<file path="src/design/hp4_pkg.sv">
`default_nettype none

package hp4_pkg;

    // Coefficient format: unsigned Q2.30 in a 32-bit register.
    localparam int COEF_BITS = 32;
    localparam int COEF_FRAC = 30;
    localparam int COEF_HALF = 16;

    // Headroom kept above the sample range inside the integrator state.
    localparam int HEAD_BITS = 4;

    // Configuration register map.
    localparam int NUM_REGS  = 5;
    localparam int REG_IDX_W = 3;

    typedef logic [REG_IDX_W-1:0] t_reg_idx;

    localparam t_reg_idx REG_COEF_FIRST_A  = 3'd0;
    localparam t_reg_idx REG_COEF_FIRST_B  = 3'd1;
    localparam t_reg_idx REG_COEF_SECOND_A = 3'd2;
    localparam t_reg_idx REG_COEF_SECOND_B = 3'd3;
    localparam t_reg_idx REG_OUTPUT_GAIN   = 3'd4;

    // Control handed from one cell of the chain to the next.
    typedef struct packed {
        logic en;
        logic valid;
    } t_stage_ctl;

endpackage

`default_nettype wire

</file>
<file path="src/design/hp4_cmul.sv">
`default_nettype none

// Signed value times an unsigned Q2.30 coefficient, rounded to nearest with
// ties toward plus infinity. The product is formed from two 16-bit halves
// of the coefficient.
module hp4_cmul #(
    parameter int AW = 40
) (
    input  wire logic signed [AW-1:0]                 i_a,
    input  wire logic        [hp4_pkg::COEF_BITS-1:0] i_c,
    output logic signed      [AW+2:0]                 o_p
);

    localparam int PW = AW + 34;
    localparam int HW = hp4_pkg::COEF_HALF;

    logic signed [PW-1:0] w_a;
    logic signed [PW-1:0] w_hi;
    logic signed [PW-1:0] w_lo;
    logic signed [PW-1:0] w_sum;
    logic signed [PW-1:0] w_rnd;

    always_comb begin
        w_a   = PW'(i_a);
        w_hi  = w_a * $signed({{(PW-HW){1'b0}}, i_c[hp4_pkg::COEF_BITS-1:HW]});
        w_lo  = w_a * $signed({{(PW-HW){1'b0}}, i_c[HW-1:0]});
        w_rnd = $signed({{(PW-hp4_pkg::COEF_FRAC){1'b0}},
                         1'b1, {(hp4_pkg::COEF_FRAC-1){1'b0}}});
        w_sum = (w_hi <<< HW) + w_lo + w_rnd;
    end

    assign o_p = w_sum[hp4_pkg::COEF_FRAC +: AW+3];

endmodule

`default_nettype wire

</file>
<file path="src/design/hp4_gain.sv">
`default_nettype none

// Output cell: gain product in the first stage, rounding to the sample grid
// and saturation in the second.
module hp4_gain #(
    parameter int SAMPLE_BITS = 24,
    parameter int STATE_BITS  = 40
) (
    input  wire logic                                 i_clk,
    input  wire logic                                 i_rst_n,
    input  wire hp4_pkg::t_stage_ctl                  i_ctl,
    input  wire logic signed [STATE_BITS+2:0]         i_x,
    input  wire logic        [hp4_pkg::COEF_BITS-1:0] i_gain,
    output logic                                      o_valid,
    output logic signed      [SAMPLE_BITS-1:0]        o_sample
);

    localparam int XW   = STATE_BITS + 3;
    localparam int RW   = XW + 3;
    localparam int FRAC = STATE_BITS - SAMPLE_BITS - hp4_pkg::HEAD_BITS;

    logic signed [RW-1:0]          w_p;
    logic signed [RW-1:0]          r_y;
    logic                          r_valid_y;
    logic signed [RW:0]            w_rnd;
    logic signed [RW:0]            w_q;
    logic signed [SAMPLE_BITS-1:0] n_sample;
    logic signed [SAMPLE_BITS-1:0] r_sample;
    logic                          r_valid;

    hp4_cmul #(.AW(XW)) u_cmul (
        .i_a (i_x),
        .i_c (i_gain),
        .o_p (w_p)
    );

    always_comb begin
        w_rnd = (RW+1)'(r_y) + $signed({{(RW+1-FRAC){1'b0}}, 1'b1, {(FRAC-1){1'b0}}});
        w_q   = w_rnd >>> FRAC;
        if ((&w_q[RW:SAMPLE_BITS-1]) || !(|w_q[RW:SAMPLE_BITS-1])) begin
            n_sample = w_q[SAMPLE_BITS-1:0];
        end else if (w_q[RW]) begin
            n_sample = {1'b1, {(SAMPLE_BITS-1){1'b0}}};
        end else begin
            n_sample = {1'b0, {(SAMPLE_BITS-1){1'b1}}};
        end
    end

    always_ff @(posedge i_clk) begin
        if (!i_rst_n) begin
            r_valid_y <= 1'b0;
            r_valid   <= 1'b0;
        end else if (i_ctl.en) begin
            r_valid_y <= i_ctl.valid;
            r_valid   <= r_valid_y;
        end
    end

    always_ff @(posedge i_clk) begin
        if (i_ctl.en) begin
            r_y      <= w_p;
            r_sample <= n_sample;
        end
    end

    assign o_valid  = r_valid;
    assign o_sample = r_sample;

endmodule

`default_nettype wire
</file>
<file path="config.mk">
export PLATFORM = sky130hd
export DESIGN_NAME = hp4_gain
export DESIGN_NICKNAME = d
export VERILOG_FILES = /design/src/design/hp4_pkg.sv /design/src/design/hp4_cmul.sv /design/src/design/hp4_gain.sv
export SDC_FILE = /design/constraint.sdc
export NUM_CORES = 2
export LEC_CHECK = 0
export BUFFER_PORTS_ARGS = -buffer_cell sky130_fd_sc_hd__buf_2
export CELL_PAD_IN_SITES_DETAIL_PLACEMENT = 1
export CELL_PAD_IN_SITES_GLOBAL_PLACEMENT = 1
export CORE_AREA = 2 2 346 348
export CTS_BUF_LIST = sky130_fd_sc_hd__clkbuf_8
export DETAILED_ROUTE_END_ITERATION = 8
export DIE_AREA = 0 0 348 350
export HOLD_SLACK_MARGIN = 0.03
export PLACE_DENSITY = 0.82
export RECOVER_POWER = 100
export SLEW_MARGIN = 20
export SYNTH_ARGS = -nofsm -noshare
export SYNTH_HDL_FRONTEND = slang
export SYNTH_HIERARCHICAL = 1
export SYNTH_SLANG_ARGS = --single-unit
</file>
<file path="constraint.sdc">
create_clock -name i_clk -period 10.8 [get_ports i_clk]
set_input_delay 0.54 -clock i_clk [delete_from_list [all_inputs] [get_ports i_clk]]
set_output_delay 0.54 -clock i_clk [all_outputs]
set_load 0.02 [all_outputs]
</file>
-- Word level (Yosys, flattened, before mapping)
Index checks and enable logic that the tools add are counted.
- bits in registers: 72
- bits in latches: 0
- memory bits (writable): 0
- ROM bits: 0
- bits of input ports: 79
- output and inout bits: 25
- word-level logic and storage cells: 15
- memories kept: 0
- $add $sub $neg: 3
- $mul: 2
- divide/modulo/power cells: 0
- magnitude comparators: 0
- equal/unequal tests: 0
- shift-type cells: 0
- muxes and demuxes: 2
- bitwise gates (word level): 0
- reductions and logical operators: 4
- operator list (cell ; count):
    43-bit by 17-bit multiplier with 60-bit output ; 2
    76-bit by 31-bit adder with 76-bit output (second input constant) ; 1
    76-bit by 60-bit adder with 76-bit output ; 1
    24-bit 2-to-1 mux ; 2
    46-bit by 13-bit adder with 47-bit output (second input constant) ; 1
    12-bit AND reduction ; 1
    12-bit OR reduction ; 1
    1-bit logical NOT ; 1
    1-bit logical OR ; 1

-- Depth between registers and ports, before layout
- depth after elaboration: 5
- depth in mapped cells: 48
- mapped depth without buffers: 44

-- Hierarchy
The synthesis kept the hierarchy.
- modules (own cells, without submodules) (module ; instances ; cells each ; area each (µm²) ; sequential area each (µm²)):
    hp4_cmul ; 1 ; 5979 ; 52203.8 ; 0.0
    hp4_gain ; 1 ; 227 ; 2976.6 ; 1811.7

-- Worst setup path after synthesis
OpenSTA, ideal clock, no wires.
- kind: input to register
- from: in i_gain[18] (netlist bit)
- to: reg r_y[45] (data pin)
- setup time: 0.271 ns
- arrival time: 11.131 ns
- data required time: 10.529 ns
- setup slack: -0.602 ns
- stages on the path: 46
- path buffers: 4
- path through: clkbuf_1 -> clkbuf_1 -> nand2_1 -> fa_1 -> fa_1 -> fa_1 -> inv_1 -> fa_1 -> fa_1 -> inv_1 -> fa_1 -> inv_1 -> ha_1 -> buf_2 -> a21oi_1 -> o21ai_0 -> a2111o_1 -> or3_1 -> (+10 left out) -> ha_1 -> fa_1 -> inv_1 -> fa_1 -> fa_1 -> inv_1 -> ha_1 -> clkbuf_1 -> a21oi_1 -> o21ai_0 -> a21oi_1 -> o21ai_0 -> nand3_1 -> a21oi_1 -> a211oi_1 -> and4_1 -> nor4_1 -> xor2_1
- cells in the longest elaborated chain, start to end: 3
- RTL lines (item ; RTL line ; source):
    from (decl) ; hp4_gain.sv:13 ; input wire logic [hp4_pkg::COEF_BITS-1:0] i_gain,
    43-bit by 17-bit multiplier with 60-bit output ; hp4_cmul.sv:25 ; w_hi = w_a * $signed({{(PW-HW){1'b0}}, i_c[hp4_pkg::COEF_BITS-1:HW]});
    76-bit by 60-bit adder with 76-bit output ; hp4_cmul.sv:29 ; w_sum = (w_hi <<< HW) + w_lo + w_rnd;
    76-bit by 31-bit adder with 76-bit output ; hp4_cmul.sv:29 ;
    net w_p[45] ; hp4_gain.sv:22 ; logic signed [RW-1:0] w_p;
    to (signal assigned) ; hp4_gain.sv:61 ; r_y <= w_p;
    to (decl) ; hp4_gain.sv:23 ; logic signed [RW-1:0] r_y;
The timed path passes the listed nets, and every way through them passes these cells.
A chain may end at the register's enable or synchronous reset.

-- Worst setup path in the final report
- from: in i_gain[20] (netlist bit)
- to: reg r_y[45] (data pin)
The elaborated chain is that of the path after synthesis.

==> flow_metrics.py <==
metrics = {
    "global_route": {
        "grtUsageTotal_pct": 34.43,
        "grt_pass1_vias": 56370,
        "grt_max_degree": 62,
        "gr-total-overflow": 0,
        "grt_pass1_wl_um": 320200,
        "antenna_found_initial": 13,
    },
    "synth": {
        "synth_cells": 6162,
        "synth_nets": 8040,
        "avgSynthCellArea_um2": 8.911,
        "yosysWarnings": 6,
        "synth_area_um2": 54910,
    },
    "clocking": {
        "clk_pin_slew_ns": 0.08,
        "cts-root-buf": "clkbuf_8",
        "clock_sinks": 61,
        "clk_path_buf_depth": 2,
        "cts_tree": "yes",
        "cts_buffers": 9,
        "cts.htree.levels": 3,
        "insertion_delay_ns": 0.37,
    },
    "sta": {
        "grt_setup_unrepaired": "true",
        "setup_viol_count_final": 35,
        "relSlewSlack_pct": -143.1,
        "slew_violations": 62,
        "finalHoldViolations": 0,
        "timing.final.crit_share_pct": 115.1,
        "skew_ns": 0.01787,
        "setup_ws_ns": -1.629,
        "holdWs_ns": 0.4087,
        "tightest_slew_ns": 3.647,
        "fmax_mhz": 80.46,
        "fin_crit_ns": 12.43,
    },
    "route": {
        "first_iter_violations": 4000,
        "drt-total-wl_um": 237100,
        "vias_per_cell": 5.933,
        "vias": 48790,
        "antenna_left": 0,
        "drc": 0,
        "wl_per_cell_um": 28.82,
        "first_pass_iters": 8,
    },
    "place": {
        "portBuffers": 103,
        "place_area_um2": 61060,
        "dp_hpwl_um": 151800,
        "pre_cts_slack_ns": -1.463,
        "place_congestion": 0.8971,
        "placed_cells": 8097,
    },
    "floorplanning": {
        "die_y_um": 350,
        "core_area_um2": 117800,
        "rows": 126,
        "io_pins": 104,
        "die_area_um2": 121800,
        "fp.dieW_um": 348,
        "start_util_pct": 46.63,
    },
    "outcome": {
        "violations": "capacitance limit, slew limit, setup timing",
        "status": "complete, but fails checks",
    },
    "layout": {
        "final_nets": 8557,
        "fillers": 13240,
        "syn_to_final_growth_pct": 18.38,
        "fin_area_um2": 65000,
        "final_cells": 8224,
        "drive_above_1_share_pct": 19.48,
    },
    "min_path": {
        "holdPathEnd": "o_valid$_SDFFE_PN0P_",
        "hold_depth": 2,
        "min_from": "i_rst_n",
        "hold_path.class": "primary input to flop",
    },
    "job": {
        "maxCapViolCount": 1,
    },
    "critical_path": {
        "cp-end-kind": "flop",
        "cp_num_buf_inv": 13,
        "worstSetupPathType": "primary input to flop",
        "ff2ff_path_depth": 8,
        "cp_common_cell": "fa_1",
        "startpoint_type": "primary input",
        "slowest_stage": "a21oi_1",
        "crit_path_max_fanout": 16,
        "cpLargestDelayFamily": "adder cells",
        "critPathMaxStageDelay_ns": 0.83,
        "reg2reg_from": "r_y[15]$_DFFE_PP_",
        "r2r_end": "o_sample[17]$_DFFE_PP_",
        "r2r_slack_ns": 7.32,
        "critical_path_arrival_ns": 12.53,
        "required_ns": 10.90,
    },
}
[area by class of cell]
cell class	count	area (um^2)	share of cell area, %
diodes	4	10.01	0.01540
clock buffers	12	165.2	0.2541
clock inverters	4	46.29	0.07122
inverters	1727	6484	9.975
multi-input cells	4063	47920	73.73
flip-flops and latches	61	1812	2.787
well taps	1536	1922	2.957
repair buffers	817	6639	10.21
[routing by layer]
metal  GRT usage, %  up-vias  share of wire (%)
met4          23.26       14                 11
met1          36.41    24930                 31
met5              0        -              0.035
met2          63.36     3364                 49
met3          5.060     1748                8.4
li1               -    18740                  -
[cell usage in the layout, fill, tap and decap left out, types with 18 or more instances in the layout]
cell / count
buf_4: 629
inv_1: 1640
o21ai_0: 34
and2_1: 509
and2_4: 22
clkbuf_1: 26
ha_1: 307
a21oi_2: 40
a21o_1: 44
fa_2: 55
inv_2: 87
nand2_1: 930
nand4_1: 33
buf_6: 76
nand2_2: 24
a21oi_1: 96
edfxtp_1: 59
xnor2_1: 56
nand3_1: 29
nor2_1: 46
fa_1: 1366
xor2_1: 37
ha_4: 65
o21ai_1: 18
buf_2: 52
buf_12: 19
[flip-flops by register name, indices dropped and copies added (netlist names)]
register   flops
r_y           35
o_sample      24
o_valid        1
r_valid_y      1
[worst max path at each step]
stage	startpoint	endpoint	slack, ns	depth (start not counted)
floorplan	i_gain[21]	r_y[45]$_DFFE_PP_	-0.13	46
global placement	i_gain[21]	r_y[44]$_DFFE_PP_	-1.15	47
detailed placement	i_gain[21]	r_y[44]$_DFFE_PP_	-1.46	46
CTS	i_gain[25]	r_y[38]$_DFFE_PP_	-0.55	46
global route	i_gain[21]	r_y[45]$_DFFE_PP_	-1.87	49
finish	i_gain[20]	r_y[45]$_DFFE_PP_	-1.63	48
[per-stage QoR]
step / TNS, ns / utilization [%]
finish: -35.40 / 55.20
global placement: -21.84 / 51.85
global route: -39.62 / 55.19
CTS: -8.628 / 53.94
floorplan: -0.2490 / -
detailed placement: -33.11 / 51.85
[timing repair]
item / in CTS / in global routing
gates resized for setup: 375 / 292
pin swaps: 217 / 251
endpoints found under the setup margin: 35 / 35
gates cloned: 7 / 0
setup buffers: 53 / 57
hold buffers: 0 / 0
Power is not shown: default switching activity piles up to over one toggle a cycle in this logic, so the estimate is an artifact.
